$ cat src/rtl/stuffed_frame_encoder_reply_parser_top_assert.svh
// Assertion macros for the reply parser. Every property is clocked on clk
// and held off while rst_n is low.
`ifndef STUFFED_FRAME_ENCODER_REPLY_PARSER_TOP_ASSERT_SVH
`define STUFFED_FRAME_ENCODER_REPLY_PARSER_TOP_ASSERT_SVH

// The consequent must hold in the same cycle as the antecedent.
`define SFE_ASSERT_SAME(lbl, ante, cons, msg) \
  lbl: assert property (@(posedge clk) disable iff (!rst_n) (ante) |-> (cons)) \
    else $error(msg);

// The consequent must hold in the cycle after the antecedent.
`define SFE_ASSERT_NEXT(lbl, ante, cons, msg) \
  lbl: assert property (@(posedge clk) disable iff (!rst_n) (ante) |=> (cons)) \
    else $error(msg);

`endif

$ cat src/rtl/sfe_pkg.sv
package sfe_pkg;

  // Frame rules.
  localparam logic [7:0] MIN_FRAME_LENGTH   = 8'd13;
  localparam logic [7:0] PAYLOAD_LENGTH     = 8'd8;
  localparam logic [7:0] RESPONSE_FLAG_MASK = 8'h01;
  localparam logic [7:0] TARGET_FLAG_MASK   = 8'h10;
  localparam logic [7:0] SOURCE_FLAG_MASK   = 8'h20;
  localparam logic [7:0] LENGTH_MAX         = 8'hFF;

  // Register reset values.
  localparam logic [7:0] START_CODE_RST     = 8'd141;
  localparam logic [7:0] END_CODE_RST       = 8'd216;
  localparam logic [7:0] ESCAPE_CODE_RST    = 8'd171;
  localparam logic [7:0] ESC_ESCAPE_RST     = 8'd35;
  localparam logic [7:0] ESC_START_RST      = 8'd5;
  localparam logic [7:0] ESC_END_RST        = 8'd80;
  localparam logic [7:0] DEVICE_ID_RST      = 8'd24;
  localparam logic [7:0] COMMAND_ID_RST     = 8'd57;

  localparam int unsigned PADDR_W = 5;

  typedef enum logic [2:0] {
    REG_START_CODE     = 3'd0,
    REG_END_CODE       = 3'd1,
    REG_ESCAPE_CODE    = 3'd2,
    REG_ESC_ESCAPE     = 3'd3,
    REG_ESC_START      = 3'd4,
    REG_ESC_END        = 3'd5,
    REG_DEVICE_ID      = 3'd6,
    REG_COMMAND_ID     = 3'd7
  } reg_idx_t;

  typedef enum logic [2:0] {
    VERDICT_OK            = 3'd0,
    VERDICT_TOO_SHORT     = 3'd1,
    VERDICT_BAD_CHECKSUM  = 3'd2,
    VERDICT_NOT_RESPONSE  = 3'd3,
    VERDICT_WRONG_IDS     = 3'd4,
    VERDICT_SHORT_PAYLOAD = 3'd5
  } verdict_t;

  typedef struct packed {
    logic [7:0] start_code;
    logic [7:0] end_code;
    logic [7:0] escape_code;
    logic [7:0] esc_escape;
    logic [7:0] esc_start;
    logic [7:0] esc_end;
    logic [7:0] device_id;
    logic [7:0] command_id;
  } cfg_t;

  typedef struct packed {
    logic               valid;
    verdict_t           verdict;
    logic signed [31:0] left_count;
    logic signed [31:0] right_count;
  } res_t;

endpackage

$ cat src/rtl/stuffed_frame_encoder_reply_parser_top.sv
// Reply parser for byte-stuffed motor controller frames. Each input request
// carries one received link byte; the block takes one byte per clock cycle
// while the skid entry is free and keeps running state (frame length, byte
// sum, header fields, payload) instead of a frame buffer. A start byte opens
// a frame only while idle, an escape byte plus a known code gives a literal
// byte, and an escape plus an unknown code drops the frame silently. An
// unescaped end byte closes the frame; a non-empty frame produces exactly one
// result request through the result register, carrying the verdict and, when
// the verdict is OK, the two big-endian signed encoder counts (zero
// otherwise). Results sit in an output register backed by one skid entry, so
// the input keeps flowing while a result waits; in_ready drops only when both
// are full. The eight 8-bit framing and id registers sit at byte addresses 0
// to 28 of the APB-style port, which has no wait states; they should be
// written only while no frame is in progress.
module stuffed_frame_encoder_reply_parser_top (
  input  logic                         clk,
  input  logic                         rst_n,
  // Received bytes.
  input  logic                         in_valid,
  output logic                         in_ready,
  input  logic [7:0]                   in_rx_byte,
  // Frame results.
  output logic                         out_valid,
  input  logic                         out_ready,
  output logic [2:0]                   out_verdict,
  output logic signed [31:0]           out_left_count,
  output logic signed [31:0]           out_right_count,
  // Register port.
  input  logic                         psel,
  input  logic                         penable,
  input  logic                         pwrite,
  input  logic [sfe_pkg::PADDR_W-1:0]  paddr,
  input  logic [31:0]                  pwdata,
  output logic [31:0]                  prdata,
  output logic                         pready
);

  `include "stuffed_frame_encoder_reply_parser_top_assert.svh"

  sfe_pkg::cfg_t cfg;
  sfe_pkg::res_t res;
  logic          accept;
  logic          out_free;
  logic          res_new;

  // The result register and the skid entry behind it.
  logic          out_valid_r, out_valid_nxt;
  sfe_pkg::res_t out_r, out_nxt;
  logic          skid_valid_r, skid_valid_nxt;
  sfe_pkg::res_t skid_r, skid_nxt;

  sfe_regs u_regs (
    .clk     (clk),
    .rst_n   (rst_n),
    .psel    (psel),
    .penable (penable),
    .pwrite  (pwrite),
    .paddr   (paddr),
    .pwdata  (pwdata),
    .prdata  (prdata),
    .pready  (pready),
    .cfg     (cfg)
  );

  sfe_core u_core (
    .clk     (clk),
    .rst_n   (rst_n),
    .take    (accept),
    .rx_byte (in_rx_byte),
    .cfg     (cfg),
    .res     (res)
  );

  // Bytes are taken as long as the skid entry is free, so a single waiting
  // result never stalls the link.
  assign in_ready = !skid_valid_r;
  assign accept   = in_valid & in_ready;
  assign res_new  = accept & res.valid;
  // The result register can be loaded when it is empty or being drained.
  assign out_free = !out_valid_r || out_ready;

  always_comb begin
    out_valid_nxt  = out_valid_r;
    out_nxt        = out_r;
    skid_valid_nxt = skid_valid_r;
    skid_nxt       = skid_r;
    if (skid_valid_r) begin
      // No byte is accepted in this cycle; drain the skid entry when possible.
      if (out_free) begin
        out_nxt        = skid_r;
        out_valid_nxt  = 1'b1;
        skid_valid_nxt = 1'b0;
      end
    end else if (res_new) begin
      if (out_free) begin
        out_nxt       = res;
        out_valid_nxt = 1'b1;
      end else begin
        skid_nxt       = res;
        skid_valid_nxt = 1'b1;
      end
    end else if (out_ready) begin
      out_valid_nxt = 1'b0;
    end
  end

  always_ff @(posedge clk) begin
    if (!rst_n) begin
      out_valid_r  <= 1'b0;
      skid_valid_r <= 1'b0;
    end else begin
      out_valid_r  <= out_valid_nxt;
      skid_valid_r <= skid_valid_nxt;
    end
  end

  always_ff @(posedge clk) begin
    out_r  <= out_nxt;
    skid_r <= skid_nxt;
  end

  assign out_valid       = out_valid_r;
  assign out_verdict     = out_r.verdict;
  assign out_left_count  = out_r.left_count;
  assign out_right_count = out_r.right_count;

  // The skid entry is only ever filled behind a full result register.
  `SFE_ASSERT_SAME(a_skid_behind_out, skid_valid_r, out_valid_r,
    "skid entry holds a result while the result register is empty")

  // A failed frame never reports counts.
  `SFE_ASSERT_SAME(a_fail_zero_counts,
    out_valid_r && out_verdict != sfe_pkg::VERDICT_OK,
    out_left_count == 32'sd0 && out_right_count == 32'sd0,
    "counts are nonzero on a failed verdict")

  // A result that meets a stalled output must land in the skid entry.
  `SFE_ASSERT_NEXT(a_stall_to_skid,
    accept && res.valid && out_valid_r && !out_ready,
    skid_valid_r,
    "result lost while the output was stalled")

  // Once the output drains, the skid entry moves into the result register in the next cycle.
  `SFE_ASSERT_NEXT(a_skid_drains, skid_valid_r && out_ready,
    out_valid_r && !skid_valid_r,
    "skid entry did not move into the result register")

endmodule

$ cat src/rtl/sfe_regs.sv
module sfe_regs (
  input  logic                         clk,
  input  logic                         rst_n,
  input  logic                         psel,
  input  logic                         penable,
  input  logic                         pwrite,
  input  logic [sfe_pkg::PADDR_W-1:0]  paddr,
  input  logic [31:0]                  pwdata,
  output logic [31:0]                  prdata,
  output logic                         pready,
  output sfe_pkg::cfg_t                cfg
);

  sfe_pkg::cfg_t    cfg_r;
  sfe_pkg::cfg_t    cfg_nxt;
  sfe_pkg::reg_idx_t idx;
  logic             wr_en;
  logic [7:0]       rd_val;

  assign idx   = sfe_pkg::reg_idx_t'(paddr[4:2]);
  assign wr_en = psel & penable & pwrite;
  assign pready = 1'b1;
  assign cfg   = cfg_r;
  assign prdata = {24'd0, rd_val};

  always_comb begin
    cfg_nxt = cfg_r;
    rd_val  = 8'd0;
    case (idx)
      sfe_pkg::REG_START_CODE: begin
        rd_val = cfg_r.start_code;
        if (wr_en) cfg_nxt.start_code = pwdata[7:0];
      end
      sfe_pkg::REG_END_CODE: begin
        rd_val = cfg_r.end_code;
        if (wr_en) cfg_nxt.end_code = pwdata[7:0];
      end
      sfe_pkg::REG_ESCAPE_CODE: begin
        rd_val = cfg_r.escape_code;
        if (wr_en) cfg_nxt.escape_code = pwdata[7:0];
      end
      sfe_pkg::REG_ESC_ESCAPE: begin
        rd_val = cfg_r.esc_escape;
        if (wr_en) cfg_nxt.esc_escape = pwdata[7:0];
      end
      sfe_pkg::REG_ESC_START: begin
        rd_val = cfg_r.esc_start;
        if (wr_en) cfg_nxt.esc_start = pwdata[7:0];
      end
      sfe_pkg::REG_ESC_END: begin
        rd_val = cfg_r.esc_end;
        if (wr_en) cfg_nxt.esc_end = pwdata[7:0];
      end
      sfe_pkg::REG_DEVICE_ID: begin
        rd_val = cfg_r.device_id;
        if (wr_en) cfg_nxt.device_id = pwdata[7:0];
      end
      sfe_pkg::REG_COMMAND_ID: begin
        rd_val = cfg_r.command_id;
        if (wr_en) cfg_nxt.command_id = pwdata[7:0];
      end
      default: begin
        rd_val = 8'd0;
      end
    endcase
  end

  always_ff @(posedge clk) begin
    if (!rst_n) begin
      cfg_r.start_code  <= sfe_pkg::START_CODE_RST;
      cfg_r.end_code    <= sfe_pkg::END_CODE_RST;
      cfg_r.escape_code <= sfe_pkg::ESCAPE_CODE_RST;
      cfg_r.esc_escape  <= sfe_pkg::ESC_ESCAPE_RST;
      cfg_r.esc_start   <= sfe_pkg::ESC_START_RST;
      cfg_r.esc_end     <= sfe_pkg::ESC_END_RST;
      cfg_r.device_id   <= sfe_pkg::DEVICE_ID_RST;
      cfg_r.command_id  <= sfe_pkg::COMMAND_ID_RST;
    end else begin
      cfg_r <= cfg_nxt;
    end
  end

endmodule

$ cat src/rtl/sfe_core.sv
module sfe_core (
  input  logic          clk,
  input  logic          rst_n,
  input  logic          take,
  input  logic [7:0]    rx_byte,
  input  sfe_pkg::cfg_t cfg,
  output sfe_pkg::res_t res
);

  logic        inside_r, inside_nxt;
  logic        esc_r, esc_nxt;
  logic [7:0]  len_r, len_nxt;
  logic [7:0]  sum_r, sum_nxt;
  logic [7:0]  prev_r, prev_nxt;
  logic [7:0]  flags_r, flags_nxt;
  logic [7:0]  dev_r, dev_nxt;
  logic [7:0]  cmd_r, cmd_nxt;
  logic [63:0] pay_r, pay_nxt;

  logic        clear;
  logic        data_en;
  logic [7:0]  data_byte;
  logic [7:0]  flags_new;
  logic [7:0]  hdr_new;
  logic [7:0]  hdr_cur;
  logic [7:0]  body_sum;
  logic        res_valid;
  sfe_pkg::verdict_t verdict;

  // Framing and escape decode.
  always_comb begin
    inside_nxt = inside_r;
    esc_nxt    = esc_r;
    clear      = 1'b0;
    data_en    = 1'b0;
    data_byte  = rx_byte;
    res_valid  = 1'b0;
    if (!inside_r) begin
      if (rx_byte == cfg.start_code) begin
        clear      = 1'b1;
        inside_nxt = 1'b1;
        esc_nxt    = 1'b0;
      end
    end else if (rx_byte == cfg.end_code && !esc_r) begin
      res_valid  = (len_r != 8'd0);
      inside_nxt = 1'b0;
      esc_nxt    = 1'b0;
      clear      = 1'b1;
    end else if (rx_byte == cfg.escape_code && !esc_r) begin
      esc_nxt = 1'b1;
    end else if (esc_r) begin
      esc_nxt = 1'b0;
      if (rx_byte == cfg.esc_escape) begin
        data_en   = 1'b1;
        data_byte = cfg.escape_code;
      end else if (rx_byte == cfg.esc_start) begin
        data_en   = 1'b1;
        data_byte = cfg.start_code;
      end else if (rx_byte == cfg.esc_end) begin
        data_en   = 1'b1;
        data_byte = cfg.end_code;
      end else begin
        inside_nxt = 1'b0;
        clear      = 1'b1;
      end
    end else begin
      data_en = 1'b1;
    end
  end

  // Field capture for one data byte, placed by its position in the frame.
  assign flags_new = (len_r == 8'd0) ? data_byte : flags_r;
  assign hdr_new = 8'd1
                 + {7'd0, |(flags_new & sfe_pkg::TARGET_FLAG_MASK)}
                 + {7'd0, |(flags_new & sfe_pkg::SOURCE_FLAG_MASK)};

  always_comb begin
    len_nxt   = len_r;
    sum_nxt   = sum_r;
    prev_nxt  = prev_r;
    flags_nxt = flags_r;
    dev_nxt   = dev_r;
    cmd_nxt   = cmd_r;
    pay_nxt   = pay_r;
    if (clear) begin
      len_nxt   = 8'd0;
      sum_nxt   = 8'd0;
      prev_nxt  = 8'd0;
      flags_nxt = 8'd0;
      dev_nxt   = 8'd0;
      cmd_nxt   = 8'd0;
      pay_nxt   = 64'd0;
    end else if (data_en) begin
      flags_nxt = flags_new;
      if (len_r == hdr_new) dev_nxt = data_byte;
      if (len_r == hdr_new + 8'd1) cmd_nxt = data_byte;
      if (len_r >= hdr_new + 8'd4 &&
          len_r < hdr_new + 8'd4 + sfe_pkg::PAYLOAD_LENGTH) begin
        pay_nxt = {pay_r[55:0], data_byte};
      end
      sum_nxt  = sum_r + data_byte;
      prev_nxt = data_byte;
      if (len_r != sfe_pkg::LENGTH_MAX) len_nxt = len_r + 8'd1;
    end
  end

  // Verdict, from the state as it stands when the end byte arrives.
  assign hdr_cur = 8'd1
                 + {7'd0, |(flags_r & sfe_pkg::TARGET_FLAG_MASK)}
                 + {7'd0, |(flags_r & sfe_pkg::SOURCE_FLAG_MASK)};
  assign body_sum = sum_r - prev_r;

  always_comb begin
    if (len_r < sfe_pkg::MIN_FRAME_LENGTH) begin
      verdict = sfe_pkg::VERDICT_TOO_SHORT;
    end else if (~body_sum != prev_r) begin
      verdict = sfe_pkg::VERDICT_BAD_CHECKSUM;
    end else if ((flags_r & sfe_pkg::RESPONSE_FLAG_MASK) == 8'd0) begin
      verdict = sfe_pkg::VERDICT_NOT_RESPONSE;
    end else if (hdr_cur + 8'd3 >= len_r) begin
      verdict = sfe_pkg::VERDICT_TOO_SHORT;
    end else if (dev_r != cfg.device_id || cmd_r != cfg.command_id) begin
      verdict = sfe_pkg::VERDICT_WRONG_IDS;
    end else if (len_r < hdr_cur + 8'd5 + sfe_pkg::PAYLOAD_LENGTH) begin
      verdict = sfe_pkg::VERDICT_SHORT_PAYLOAD;
    end else begin
      verdict = sfe_pkg::VERDICT_OK;
    end
  end

  assign res = '{
    valid:       res_valid,
    verdict:     verdict,
    left_count:  (verdict == sfe_pkg::VERDICT_OK) ? pay_r[63:32] : 32'sd0,
    right_count: (verdict == sfe_pkg::VERDICT_OK) ? pay_r[31:0] : 32'sd0
  };

  always_ff @(posedge clk) begin
    if (!rst_n) begin
      inside_r <= 1'b0;
      esc_r    <= 1'b0;
    end else if (take) begin
      inside_r <= inside_nxt;
      esc_r    <= esc_nxt;
    end
  end

  // Frame fields are cleared by the start byte before they are used.
  always_ff @(posedge clk) begin
    if (take) begin
      len_r   <= len_nxt;
      sum_r   <= sum_nxt;
      prev_r  <= prev_nxt;
      flags_r <= flags_nxt;
      dev_r   <= dev_nxt;
      cmd_r   <= cmd_nxt;
      pay_r   <= pay_nxt;
    end
  end

endmodule
$ cat config.mk
export PLATFORM = sky130hd
export DESIGN_NAME = stuffed_frame_encoder_reply_parser_top
export DESIGN_NICKNAME = d
export VERILOG_FILES = /design/src/rtl/sfe_pkg.sv /design/src/rtl/stuffed_frame_encoder_reply_parser_top.sv /design/src/rtl/sfe_regs.sv /design/src/rtl/sfe_core.sv
export VERILOG_INCLUDE_DIRS = /design/src /design/src/rtl
export SDC_FILE = /design/constraint.sdc
export NUM_CORES = 1
export LEC_CHECK = 0
export ABC_AREA = 1
export BUFFER_PORTS_ARGS = -buffer_cell sky130_fd_sc_hd__buf_2
export CAP_MARGIN = 15
export CORE_UTILIZATION = 50
export CTS_CLUSTER_SIZE = 30
export DETAILED_ROUTE_END_ITERATION = 7
export HOLD_SLACK_MARGIN = 0.05
export PLACE_DENSITY = 0.71
export SYNTH_ARGS = -nofsm -noshare
export SYNTH_HDL_FRONTEND = slang
export SYNTH_HIERARCHICAL = 1
export SYNTH_SLANG_ARGS = --single-unit
export TNS_END_PERCENT = 1
$ cat constraint.sdc
create_clock -name clk -period 16.22 [get_ports clk]
set_input_delay 4.055 -clock clk [delete_from_list [all_inputs] [get_ports clk]]
set_output_delay 4.055 -clock clk [all_outputs]
set_load 0.02 [all_outputs]
### Word level (Yosys, flattened, before mapping)

Cells that the tools add are included.

| operators by class | value |
|---|---|
| bitwise gates (word level) | 7 |
| muxes and demuxes | 63 |
| add/subtract/negate cells | 13 |
| $lt $le $gt $ge | 5 |
| reduce and logical (&&, ||, !) cells | 39 |
| equality and inequality tests | 21 |

Operator list:

| kind | count |
|---|---|
| two-way mux 67 bit | 4 |
| two-way mux 64 bit | 2 |
| two-way mux 8 bit | 15 |
| equality test 8 bit | 8 |
| two-way mux 32 bit | 2 |
| one-hot mux 8 bit (8 select lines) | 1 |
| two-way mux 1 bit | 31 |
| != test 8 bit | 3 |
| AND reduction 3 bit | 7 |
| AND reduction 2 bit | 10 |
| two-way mux 3 bit | 6 |
| adder 8 x 1 -> 8 bit | 2 |
| adder 8 x 1 -> 8 bit, second input constant | 2 |
| adder 8 x 3 -> 8 bit, second input constant | 2 |
| adder 8 x 4 -> 8 bit, second input constant | 2 |
| >= comparator 8 bit | 2 |
| logical NOT 8 bit | 2 |
| less-than comparator 8 bit | 2 |
| nonzero test 2 bit | 8 |
| equality test 3 bit, second input constant | 4 |
| two-way mux 6 bit | 2 |
| adder 8 x 2 -> 8 bit, second input constant | 1 |
| adder 8 bit | 1 |
| less-than comparator 8 x 4 -> 1 bit, second input constant | 1 |
| other kinds (15) | 28 |

| storage, ports and cells | value |
|---|---|
| output and inout port bits | 102 |
| word-level logic and storage cells | 174 |
| register bits | 309 |

### Depth between registers and ports, before layout

Gate-level depths: netlist of run 1.

| depth | value |
|---|---|
| depth in word-level cells | 17 |
| mapped depth | 23 |
| mapped depth without buffers | 22 |

### Cells and area by module

Netlist of run 1, hierarchy kept.

By module, submodules not included:

| module | times used | seq. area each (µm²) | area an instance (µm²) | cells an instance |
|---|---|---|---|---|
| sfe_core | 1 | 3223.1 | 7228.2 | 857 |
| stuffed_frame_encoder_reply_parser_top | 1 | 4063.9 | 4982.3 | 364 |
| sfe_regs | 1 | 1281.2 | 3193.1 | 463 |

### Worst setup path before layout of run 1

Ideal clock, no wire load.

| path | value |
|---|---|
| path kind | input to register |
| start | input port in_rx_byte[0] |
| end | register u_core.pay_r[0] (enable) |
| library setup time | 0.507 ns |
| required time | 15.713 ns |
| path slack | 6.442 ns |
| arrival time | 9.271 ns |
| stages on the path | 19 |
| path buffers | 2 |
| path through | buf_4 > xnor2_1 > nand2_1 > nor2_1 > nand2_1 > clkbuf_1 > nand2_1 > nand3_1 > nand3_1 > nand3_1 > nand2_1 > inv_1 > ha_1 > ha_1 > a21oi_1 > nor2_1 > a21oi_1 > nand3b_1 > a21oi_1 |

| on the way | value |
|---|---|
| word-level cells in the longest chain between the ends | 17 |
| elaborated cells on any way between the ends | 41 |

RTL lines:

| item | RTL line | source |
|---|---|---|
| start, declared | stuffed_frame_encoder_reply_parser_top.sv:21 | `input logic [7:0] in_rx_byte,` |
| equality test 8 bit | sfe_core.sv:59 | `end else if (rx_byte == cfg.esc_end) begin` |
| two-way mux 8 bit | sfe_core.sv:59 |  |
| two-way mux 8 bit | sfe_core.sv:56 | `end else if (rx_byte == cfg.esc_start) begin` |
| two-way mux 8 bit | sfe_core.sv:53 | `if (rx_byte == cfg.esc_escape) begin` |
| two-way mux 8 bit | sfe_core.sv:51 | `end else if (esc_r) begin` |
| two-way mux 8 bit | sfe_core.sv:49 | `end else if (rx_byte == cfg.escape_code && !esc_r) begin` |
| two-way mux 8 bit * | sfe_core.sv:44 | `end else if (rx_byte == cfg.end_code && !esc_r) begin` |
| two-way mux 8 bit * | sfe_core.sv:38 | `if (!inside_r) begin` |
| [1 not listed] | n/a |  |
| net u_core.flags_new[4] | sfe_core.sv:23 | `logic [7:0] flags_new;` |
| adder 1 x 1 -> 2 bit * | sfe_core.sv:74 | `+ {7'd0, \|(flags_new & sfe_pkg::TARGET_FLAG_MASK)}` |
| adder 8 x 1 -> 8 bit * | sfe_core.sv:75 | `+ {7'd0, \|(flags_new & sfe_pkg::SOURCE_FLAG_MASK)};` |
| adder 8 x 3 -> 8 bit * | sfe_core.sv:97, sfe_core.sv:98 |  |
| adder 8 x 4 -> 8 bit | sfe_core.sv:98 | `len_r < hdr_new + 8'd4 + sfe_pkg::PAYLOAD_LENGTH) begin` |
| less-than comparator 8 bit | sfe_core.sv:98 |  |
| logical AND 1 bit * | sfe_core.sv:97 | `if (len_r >= hdr_new + 8'd4 &&` |
| nonzero test 2 bit (no line) * | n/a |  |
| AND reduction 3 bit (no line) * | n/a |  |
| end signal, assigned | sfe_core.sv:157 | `pay_r <= pay_nxt;` |
| end, declared | sfe_core.sv:18 | `logic [63:0] pay_r, pay_nxt;` |

The timed path passes the listed nets; every way through them passes the cells marked *. The select of a mux whose other input is x is not followed.
A chain may end at the register's enable or synchronous reset.

### Worst setup path after layout of run 1

| path | value |
|---|---|
| start | input port paddr[4] in the netlist's numbering |
| end | output port prdata[7] |

| on the way | value |
|---|---|
| word-level cells in the longest chain between the ends | 2 |
| elaborated cells on any way between the ends | 9 |

RTL lines:

| item | RTL line | source |
|---|---|---|
| start, declared | stuffed_frame_encoder_reply_parser_top.sv:32 | `input logic [sfe_pkg::PADDR_W-1:0] paddr,` |
| equality test 3 bit (tied with other cells) | sfe_regs.sv:29 | `case (idx)` |
| one-hot mux 8 bit (8 select lines) * | sfe_regs.sv:29 |  |
| end, declared | stuffed_frame_encoder_reply_parser_top.sv:34 | `output logic [31:0] prdata,` |

Mark *: on every way between the ends. The rest lies on a longest branch, timed or not.

==> results of run 1 <==
## worst max path at each step
stage / from / slack [ns] / depth (start not counted) / endpoint
6_report: paddr[4] / 6.24 / 7 / prdata[7]
4_1_cts: paddr[4] / 6.28 / 7 / prdata[5]
3_5_place_dp: paddr[4] / 6.28 / 7 / prdata[5]
2_1_floorplan: in_rx_byte[0] / 6.44 / 19 / u_core/pay_r[0]$_SDFFCE_PN0P_
5_1_grt: paddr[4] / 6.06 / 7 / prdata[1]
3_3_place_gp: paddr[4] / 6.32 / 7 / prdata[5]
## placed cells by master, fill, tap and decap left out, drive strengths merged, types with 2 or more instances in the layout
cell type and instances:
edfxtp 240, a21oi 30, nand3 73, nor4 2, buf 107, xor2 13, bufinv 3, clkinvlp 2
or2 2, clkinv 13, nor3b 3, dfxtp 68, nand2 471, inv 175, o211ai 4, nand4 46
a21boi 2, nor2 312, o2111ai 2, conb 25, ha 26, clkbuf 45, o21ai 65, xnor2 30
o21bai 2, nand3b 4, o22ai 2, nor3 7
## area by class of cell
class | instances | area (sq um)
Clock buffer | 45 | 923.4
Clock inverter | 16 | 187.7
Fill cell | 2630 | 13000
Inverter | 177 | 681.9
Multi-Input combinational cell | 1128 | 5557
Sequential cell | 308 | 8569
Tap cell | 390 | 488.0
Timing Repair Buffer | 107 | 548.0
## layer usage
metal,track usage,vias up,wire length (um)
met3,0.03320,77,2519
met5,0,-,0
met4,0.07372,0,959
met2,0.3654,394,16330
met1,0.3155,5301,15440
li1,-,5559,-
## power by group
part	internal [mW]	leakage, nW	switching (mW)
clock network	0.453	0.537	0.308
logic	0.0180	3.91	0.0495
registers	0.843	2.74	0.00347
## state kept, by name, indices dropped and copies added (netlist names), 3 cells and up
register and cells:
out_left_count 32, skid_r 67, u_regs/cfg 64, u_core/cmd_r 8, out_verdict 3, out_right_count 32, u_core/pay_r 64, u_core/flags_r 3
u_core/sum_r 8, u_core/len_r 8, u_core/prev_r 7, u_core/dev_r 8
## cell families after synthesis
logic type / share of synthesized area
buffers and inverters: 0.08992
other: 0.0004876
AO/OA/AOI/OAI: 0.03956
XOR/XNOR: 0.02445
flip-flops: 0.5563
AND/OR/NAND/NOR: 0.2669
adder cells (fa/ha/maj): 0.02242
## critical path: cells and delay by family
| family | cells | cell delay [ns] |
|---|---|---|
| buffers and inverters | 4 | 1.42 |
| AND/OR/NAND/NOR | 3 | 0.45 |
## stage by stage
stage	hold WS [ns]	cell area, sq um	utilization	instances
after global routing	0.5246	16960	0.5660	2171
after detailed placement	0.5032	15840	0.5289	2110
after CTS	0.5083	16960	0.5660	2171
final	0.4987	16960	0.5660	2171
after floorplan	0.4676	15490	-	1707
after global placement	0.5000	15840	0.5289	2110
==> results.cfg, run 1 <==
[clock_network]
hold_fix_buffers_cts = 0
cts_tree = yes
numCtsBuffers = 34
clock-root-buffer = sky130_fd_sc_hd__clkbuf_16
clock_latency_ns = 0.52
postCtsResizedCells = 0
clock_tree.htree_level_count = 2
clkTransAtPathRegs_ns = 0.06
clockBufferDepth = 3
sink_count_of_the_clock_tree = 308
number_of_buffers_inserted_to_repair_setup_after_cts = 0

[sta]
final_critical_path_setup_slack_ns = 6.236
final.period_utilization = 0.6155
fin_tns_setup_ns = 0
clock-skew-final_ns = 0.02443
timing.final.max_slew_violations = 0
post-route-min-period_ns = 9.984
unrepaired_setup_endpoints_after_global_routing = false
timing.final.setup_violations = 0
timing.max_slew.rel_slack = 0.2499
achievable-frequency_ghz = 0.1002
transition_time_at_the_pin_with_the_least_slew_margin_ns = 1.125
hold_vio_cnt_final = 0

[place]
dp_hpwl_um = 23530
io_buffers = 102
place_worst_setup_slack_ns = 6.285
gp_congestion = 0.9580

[logic_synthesis]
syn-instance-count = 1684
dominantRegCellSynth = sky130_fd_sc_hd__edfxtp_1
post-synth-top-area-cell = sky130_fd_sc_hd__edfxtp_1
count_of_state_elements_after_synthesis = 308
synth_top_cells_by_count = sky130_fd_sc_hd__nand2_1, sky130_fd_sc_hd__edfxtp_1, sky130_fd_sc_hd__nor2_1
ys_types = 49
yosysWarnings = 6
syn-cell-area_sq_um = 15400
yosys.area.top_type_share = 0.4679
share_of_async_settable_or_async_resettable_flops_after_synthesis = 0
synthTopCellsByArea = sky130_fd_sc_hd__edfxtp_1, sky130_fd_sc_hd__nand2_1, sky130_fd_sc_hd__dfxtp_1
synthesis.area_per_instance_sq_um = 9.147
yosys.cell_count.top_type = sky130_fd_sc_hd__nand2_1
seq_area_frac_synth = 0.5563
synth-edff-count = 240

[worst_setup_path]
crit_slowest_cell = sky130_fd_sc_hd__inv_1
critical_path_max_stage_delay_ns = 0.69
timing_worst_setup_path_type = primary input to primary output
regToRegEndpoint = u_core/pay_r[2]$_SDFFCE_PN0P_
crit-reg2reg-launch = u_regs/cfg[35]$_SDFFE_PN0P_
reg2reg_setup_slack_ns = 12.11
cp_data_arrival_time_ns = 5.93
start_kind = primary input
worstPathRequired_ns = 12.16
crit_chain = buf_2 -> inv_1 -> nand2_1 -> inv_1 -> nand2_1 -> nand3_1 -> buf_2
r2r.worst_path.cells = 22
critical_path.endpoint_type = primary output
crit_fanout = 29

[flow_run]
max_cap_viol_count = 0

[routing]
detailroute.via_count = 11331
post_detailed_routing_wire_length_um = 35260
drt_iter0_markers = 1024
ant_nets = 0
drt-pass1-iter-count = 5
routedWlPerCell_um = 16.24
detail_route.drc_violations = 0
via_per_inst = 5.219

[floorplan]
die_width_um = 177.5
design.die.area_sq_um = 31510
effective_utilization_at_floorplan = 0.5142
std_cell_rows = 63
top_level_ports = 154
die_h_um = 177.5
core_box_area_sq_um = 29950

[pwr]
power_density_nw_per_um2 = 98.83
p_leak_nw = 7.189
fin_total_pwr_mw = 1.676
max-vdd-ir-drop_uv = 87.81

[outcome]
run_status = complete, no violations

[global_routing]
global_route.overflow_total = 0
first_pass_grt_wire_length_um = 55710
grt_max_degree = 70
gr-usage-all-layers = 0.2272
first_global_vias = 10386
grt_antenna_before_repair = 0

[finish]
num_antenna_cells = 0
area_growth_pct = 10.07
drive_gt1_frac = 0.1628
final_nets = 1835

[worst_hold_path]
timing.hold.worst_endpoint = out_verdict[2]$_DFFE_PP_
min-delay-start = skid_r[66]$_DFFE_PP_
worstHoldPathType = flip-flop to flip-flop
min_path_cells = 2
Note: power is estimated with default switching activity, not from simulation.
==> inputs of run 2 (changes only) <==
--- a/config.mk
+++ b/config.mk
@@ -13,7 +13,7 @@
 export CTS_CLUSTER_SIZE = 30
 export DETAILED_ROUTE_END_ITERATION = 7
 export HOLD_SLACK_MARGIN = 0.05
-export PLACE_DENSITY = 0.71
+export PLACE_DENSITY = 0.74
 export SYNTH_ARGS = -nofsm -noshare
 export SYNTH_HDL_FRONTEND = slang
 export SYNTH_HIERARCHICAL = 1
==> constraint.sdc (replaced) <==
create_clock -name clk -period 9 [get_ports clk]
set_input_delay 2.25 -clock clk [delete_from_list [all_inputs] [get_ports clk]]
set_output_delay 2.25 -clock clk [all_outputs]
set_load 0.02 [all_outputs]
==> run 2 against run 1 <==
Against the previous run:
- power is 76% higher
- final area is 0.32% lower
- register-to-register slack worse by 7.4 ns
- largest power group unchanged
- die area stayed put
- critical path depth stayed put
- critical endpoint unchanged
- cell count stayed put
- utilization is 0.18 points lower
==> results.cfg, run 2 (synthesis gave the netlist of run 1 again) <==
[sta]
clock-skew-final_ns = 0.02267
final.hold.worst_slack_ns = 0.5029
final.period_utilization = 0.7006
achievable-frequency_ghz = 0.1586
hold_vio_cnt_final = 0
post-route-min-period_ns = 6.305
transition_time_at_the_pin_with_the_least_slew_margin_ns = 1.181
timing.max_slew.rel_slack = 0.2064
timing.final.max_slew_violations = 0
unrepaired_setup_endpoints_after_global_routing = false
timing.final.setup_violations = 0
fin_tns_setup_ns = 0

[clock_network]
sink_count_of_the_clock_tree = 308
clkTransAtPathRegs_ns = 0.06
hold_fix_buffers_cts = 0
number_of_buffers_inserted_to_repair_setup_after_cts = 0
clock_latency_ns = 0.52
clock-root-buffer = sky130_fd_sc_hd__clkbuf_16
numCtsBuffers = 34
clock_tree.htree_level_count = 2
postCtsResizedCells = 0
clockBufferDepth = 3
cts_tree = yes

[finish]
area_growth_pct = 9.723
max_flop_register = skid_r
postLayoutCoreUtil = 0.5642
num_antenna_cells = 0
final_nets = 1835
layout.cells.most_common = sky130_fd_sc_hd__nand2_1
post-route-cell-area_sq_um = 16900
final_cell_mix = sky130_fd_sc_hd__nand2_1, sky130_fd_sc_hd__edfxtp_1, sky130_fd_sc_hd__nor2_1
drive_gt1_frac = 0.1634
largest_register_ffs = 67

[worst_setup_path]
cp_data_arrival_time_ns = 4.06
crit_chain = buf_2 -> inv_1 -> nand2_1 -> inv_1 -> nand2_1 -> nand3_1 -> buf_2
crit-reg2reg-launch = u_regs/cfg[17]$_SDFFE_PN0P_
timing_worst_setup_path_type = primary input to primary output
critical_path_max_stage_delay_ns = 0.70
worstSetupStartpoint = paddr[4]
crit_buf_inv = 4
crit_slowest_cell = sky130_fd_sc_hd__inv_1
r2r.worst_path.cells = 20
regToRegEndpoint = u_core/pay_r[2]$_SDFFCE_PN0P_
worstPathRequired_ns = 6.75
start_kind = primary input
reg2reg_setup_slack_ns = 4.75
crit_fanout = 29
path_delay_family = buffers and inverters
critical_path.endpoint_type = primary output

[pwr]
power_density_nw_per_um2 = 175.0
power_switching_uw = 647.9
combPwrFrac = 0.041
swShare = 0.2191
power.share.sequential = 0.516
power_internal_mw = 2.309
max-vdd-ir-drop_uv = 118.8
p_clk_frac = 0.443
p_leak_nw = 7.176

[worst_hold_path]
min_path_cells = 2
min-delay-start = u_regs/cfg[26]$_SDFFE_PN1P_
timing.hold.worst_endpoint = u_regs/cfg[26]$_SDFFE_PN1P_
worstHoldPathType = flip-flop to flip-flop

[floorplan]
die_width_um = 177.5
effective_utilization_at_floorplan = 0.5142
core_box_area_sq_um = 29950
die_h_um = 177.5
top_level_ports = 154
std_cell_rows = 63
design.die.area_sq_um = 31510

[global_routing]
grt_antenna_before_repair = 0
grt_max_degree = 70
gr-usage-all-layers = 0.2269
first_pass_grt_wire_length_um = 55630
first_global_vias = 10649
global_route.overflow_total = 0

[routing]
post_detailed_routing_wire_length_um = 35130
ant_nets = 0
detailroute.via_count = 11294
via_per_inst = 5.202
detail_route.drc_violations = 0
routedWlPerCell_um = 16.18
drt_iter0_markers = 1121
drt-pass1-iter-count = 6

[place]
dp_hpwl_um = 23510
gp_congestion = 0.9041
io_buffers = 102
detailed_place.area_sq_um = 15840

[outcome]
run_status = complete, no violations

[flow_run]
max_cap_viol_count = 0
-- run 2: cell count changes in the layout (fill, tap and decap cells not counted), sizes merged --
cell / delta
clkinvlp: -1
inv: +2
clkinv: +3
clkbuf: -2
bufinv: -2
-- run 2: cell type report --
class                   instances  area [sq um]
clock buffers                  43         915.9
clock inverters                18         141.4
fillers                      2641         13050
inverters                     177         681.9
multi-input cells            1128          5557
flip-flops and latches        308          8569
well taps                     390         488.0
repair buffers                107         548.0
-- run 2: per-stage QoR --
stage	total power, mW	std cells	setup slack (ns)
3_5_place_dp	1.675	2110	2.606
3_3_place_gp	1.673	2110	2.723
6_report	2.957	2171	2.695
5_1_grt	3.046	2171	2.538
2_1_floorplan	1.653	1707	1.027
4_1_cts	2.977	2171	2.716
-- run 2: power by group through the flow --
stage | sequential, mW | clock [mW] | combinational [mW]
detailed placement | 1.56 | 0 | 0.119
global route | 1.53 | 1.39 | 0.133
floorplan | 1.55 | 0 | 0.0999
global placement | 1.56 | 0 | 0.117
finish | 1.53 | 1.31 | 0.122
CTS | 1.53 | 1.33 | 0.120
-- run 2: how the worst max path moves through the flow --
stage | depth (start not counted) | end | slack, ns
2_1_floorplan | 19 | u_core/pay_r[0]$_SDFFCE_PN0P_ | 1.03
3_3_place_gp | 19 | u_core/pay_r[4]$_SDFFCE_PN0P_ | 2.72
3_5_place_dp | 19 | u_core/pay_r[4]$_SDFFCE_PN0P_ | 2.61
4_1_cts | 7 | prdata[7] | 2.72
5_1_grt | 7 | prdata[7] | 2.54
6_report | 7 | prdata[7] | 2.69
-- run 2: tightest hold or removal path: stages (launching register included) --
cell and delay, ns:
sky130_fd_sc_hd__dfxtp_1 0.33, sky130_fd_sc_hd__nand2_1 0.07, sky130_fd_sc_hd__nand3_1 0.06
-- run 2: per-layer routing --
layer,vias up,part of all wire,track usage
met5,-,0,0
met4,0,0.032,0.08796
met3,80,0.062,0.03363
met2,376,0.47,0.3625
met1,5296,0.44,0.3115
li1,5542,-,-
==> inputs of run 3 (changes only) <==
--- a/config.mk
+++ b/config.mk
@@ -6,14 +6,14 @@
 export SDC_FILE = /design/constraint.sdc
 export NUM_CORES = 1
 export LEC_CHECK = 0
-export ABC_AREA = 1
+export ABC_AREA = 0
 export BUFFER_PORTS_ARGS = -buffer_cell sky130_fd_sc_hd__buf_2
 export CAP_MARGIN = 15
 export CORE_UTILIZATION = 50
 export CTS_CLUSTER_SIZE = 30
 export DETAILED_ROUTE_END_ITERATION = 7
 export HOLD_SLACK_MARGIN = 0.05
-export PLACE_DENSITY = 0.74
+export PLACE_DENSITY = 0.71
 export SYNTH_ARGS = -nofsm -noshare
 export SYNTH_HDL_FRONTEND = slang
 export SYNTH_HIERARCHICAL = 1
==> constraint.sdc (replaced) <==
create_clock -name clk -period 6.5 [get_ports clk]
set_input_delay 1.625 -clock clk [delete_from_list [all_inputs] [get_ports clk]]
set_output_delay 1.625 -clock clk [all_outputs]
set_load 0.02 [all_outputs]
==> run 3 against run 2 <==
Against the previous run:
- final area fell by 0.47%
- sequential share of layout area up 0.26 points
- via count is 13% lower
- hold slack better by 0.0026 ns
- synthesized area shrank 0.20%
- sequential power up 38%
- clock power grew 31%
==> results.cfg, run 3 <==
[logic_synthesis]
ys_types = 79
synthTopCellsByArea = sky130_fd_sc_hd__edfxtp_1, sky130_fd_sc_hd__dfxtp_1, sky130_fd_sc_hd__mux2_4
count_of_state_elements_after_synthesis = 308
yosysWarnings = 6
yosys.area.top_type_share = 0.4688
seq_area_frac_synth = 0.5574
syn-cell-area_sq_um = 15370
syn-instance-count = 1255
synth_top_cells_by_count = sky130_fd_sc_hd__edfxtp_1, sky130_fd_sc_hd__nand2_1, sky130_fd_sc_hd__dfxtp_1
dominantRegCellSynth = sky130_fd_sc_hd__edfxtp_1
synthesis.area_per_instance_sq_um = 12.25
share_of_async_settable_or_async_resettable_flops_after_synthesis = 0
post-synth-top-area-cell = sky130_fd_sc_hd__edfxtp_1
synth-edff-count = 240
yosys.cell_count.top_type = sky130_fd_sc_hd__edfxtp_1

[clock_network]
number_of_buffers_inserted_to_repair_setup_after_cts = 0
clockBufferDepth = 3
clock_tree.htree_level_count = 1
cts_tree = yes
hold_fix_buffers_cts = 0
clock_latency_ns = 0.55
postCtsResizedCells = 0
clkTransAtPathRegs_ns = 0.06
sink_count_of_the_clock_tree = 308
numCtsBuffers = 31
clock-root-buffer = sky130_fd_sc_hd__clkbuf_16

[worst_setup_path]
path_delay_family = compound AO/OA/AOI/OAI gates
critical_path_max_stage_delay_ns = 0.58
crit_fanout = 34
worstPathRequired_ns = 4.88
critical_path.endpoint_type = primary output
crit_slowest_cell = sky130_fd_sc_hd__a221oi_1
crit_chain = buf_2 -> nor2b_1 -> a22o_1 -> a221oi_1 -> nor2_1 -> buf_2
crit_buf_inv = 2
start_kind = primary input
library_cell_appearing_most_often_on_the_critical_path = sky130_fd_sc_hd__buf_2
cp_data_arrival_time_ns = 3.55
timing_worst_setup_path_type = primary input to primary output

[outcome]
run_status = complete, no violations

[finish]
final_nets = 1385
post-route-cell-area_sq_um = 16820
ff_latch_area_sq_um = 8572
largest_register_ffs = 67
postLayoutCoreUtil = 0.5616
layout.filler_cells = 2519
drive_gt1_frac = 0.1865
max_flop_register = skid_r
final_cell_mix = sky130_fd_sc_hd__edfxtp_1, sky130_fd_sc_hd__buf_2, sky130_fd_sc_hd__nand2_1
area_growth_pct = 9.425
multi_input_area_sq_um = 6052
final_cell_count_no_fill = 1721
layout.cells.most_common = sky130_fd_sc_hd__edfxtp_1

[sta]
post-route-min-period_ns = 5.171
clock-skew-final_ns = 0.01126
transition_time_at_the_pin_with_the_least_slew_margin_ns = 1.089
hold_vio_cnt_final = 0
timing.max_slew.rel_slack = 0.2742
timing.final.max_slew_violations = 0
final.period_utilization = 0.7955
unrepaired_setup_endpoints_after_global_routing = false
timing.final.setup_violations = 0
fin_tns_setup_ns = 0
achievable-frequency_ghz = 0.1934

[routing]
post_detailed_routing_wire_length_um = 34120
drt_iter0_markers = 973
detail_route.drc_violations = 0
drt-pass1-iter-count = 5
detailroute.via_count = 9824
via_per_inst = 5.708
routedWlPerCell_um = 19.83
ant_nets = 0

[global_routing]
global_route.overflow_total = 0
grt_antenna_before_repair = 1
first_global_vias = 9316
gr-usage-all-layers = 0.2183
grt_max_degree = 69
grt_util_met2 = 0.3595
most_used_layer_global_route = met2
met1_track_usage_gr = 0.2949
globalRouteMet3Util = 0.03406
first_pass_grt_wire_length_um = 53100

[place]
gp_congestion = 0.9292
io_buffers = 102
dp_hpwl_um = 22760
detailed_place.area_sq_um = 15850
dp.cells = 1663

[pwr]
p_leak_nw = 5.628
power_density_nw_per_um2 = 237.2
max-vdd-ir-drop_uv = 198.3
fin_total_pwr_mw = 3.990

[floorplan]
design.die.area_sq_um = 31450
top_level_ports = 154
std_cell_rows = 63
core_box_area_sq_um = 29950
die_width_um = 177.3
effective_utilization_at_floorplan = 0.5132
die_h_um = 177.3

[worst_hold_path]
worstHoldPathType = flip-flop to flip-flop

[flow_run]
max_cap_viol_count = 0
-- run 3: cell types whose count changed after synthesis, moves of 28 or more --
cell	previous run	this run
sky130_fd_sc_hd__a21boi_1	0	41
sky130_fd_sc_hd__nand3_1	71	34
sky130_fd_sc_hd__nand4_1	45	17
sky130_fd_sc_hd__inv_1	155	32
sky130_fd_sc_hd__and4_1	0	66
sky130_fd_sc_hd__and2_1	1	65
sky130_fd_sc_hd__nand2_1	463	94
sky130_fd_sc_hd__nor2_2	71	4
sky130_fd_sc_hd__mux2_4	0	66
sky130_fd_sc_hd__nor2_1	224	51
-- run 3: cell families (layout without fill, tap and decap cells) --
kind of cell | after synthesis | after routing | share of synthesized area
DFF | 308 | 308 | 0.5574
muxes | 81 | 81 | 0.07464
adders and majority gates | 27 | 27 | 0.02246
other | 2 | 26 | 0.0004885
buffers and inverters | 152 | 204 | 0.05820
AOI/OAI and AO/OA | 199 | 199 | 0.08831
and+or+nand+nor | 404 | 404 | 0.1518
xor gates and xnor gates | 82 | 82 | 0.04672
-- run 3: report_power, final --
group | switching [mW] | leakage (nW) | internal [mW]
Sequential | 0.00637 | 2.44 | 2.10
Clock | 0.722 | 0.470 | 0.991
Combinational | 0.113 | 2.72 | 0.0539
-- run 3: final cells by class --
cell class,count,share of cell area
Multi-Input combinational cell,818,0.3598
Inverter,32,0.007141
Timing Repair Buffer,115,0.03689
Clock buffer,39,0.04790
Antenna cell,1,0.0001488
Sequential cell,308,0.5096
Clock inverter,18,0.009521
Tap cell,390,0.02901
-- run 3: worst paths after layout --
check	start	to	slack, ns	cells past startpoint
worst max-delay path	paddr[3]	prdata[4]	1.33	6
worst min-delay path	u_regs/cfg[28]$_SDFFE_PN0P_	u_regs/cfg[28]$_SDFFE_PN0P_	0.51	2
worst max register to register	u_core/len_r[6]$_SDFFCE_PN0P_	u_core/pay_r[61]$_SDFFCE_PN0P_	2.31	13
worst min register to register	u_regs/cfg[28]$_SDFFE_PN0P_	u_regs/cfg[28]$_SDFFE_PN0P_	0.51	2
-- run 3: through the flow --
stage                     setup slack, ns  hold WS [ns]
after floorplan                    -1.063        0.4704
after global placement              1.025        0.4972
after detailed placement            1.005        0.5018
after CTS                           1.428        0.5107
after global routing                1.232        0.5321
final                               1.329        0.5055
-- run 3: worst min-delay path: cells and delay by family, from the launching register on --
family / cells / cell delay, ns
compound gates: 2 / 0.13
flops: 1 / 0.33
-- run 3: layer usage --
metal	wire, um	vias up
li1	-	4652
met1	14840	4764
met2	16190	349
met3	2190	59
met4	904	0
met5	0	-
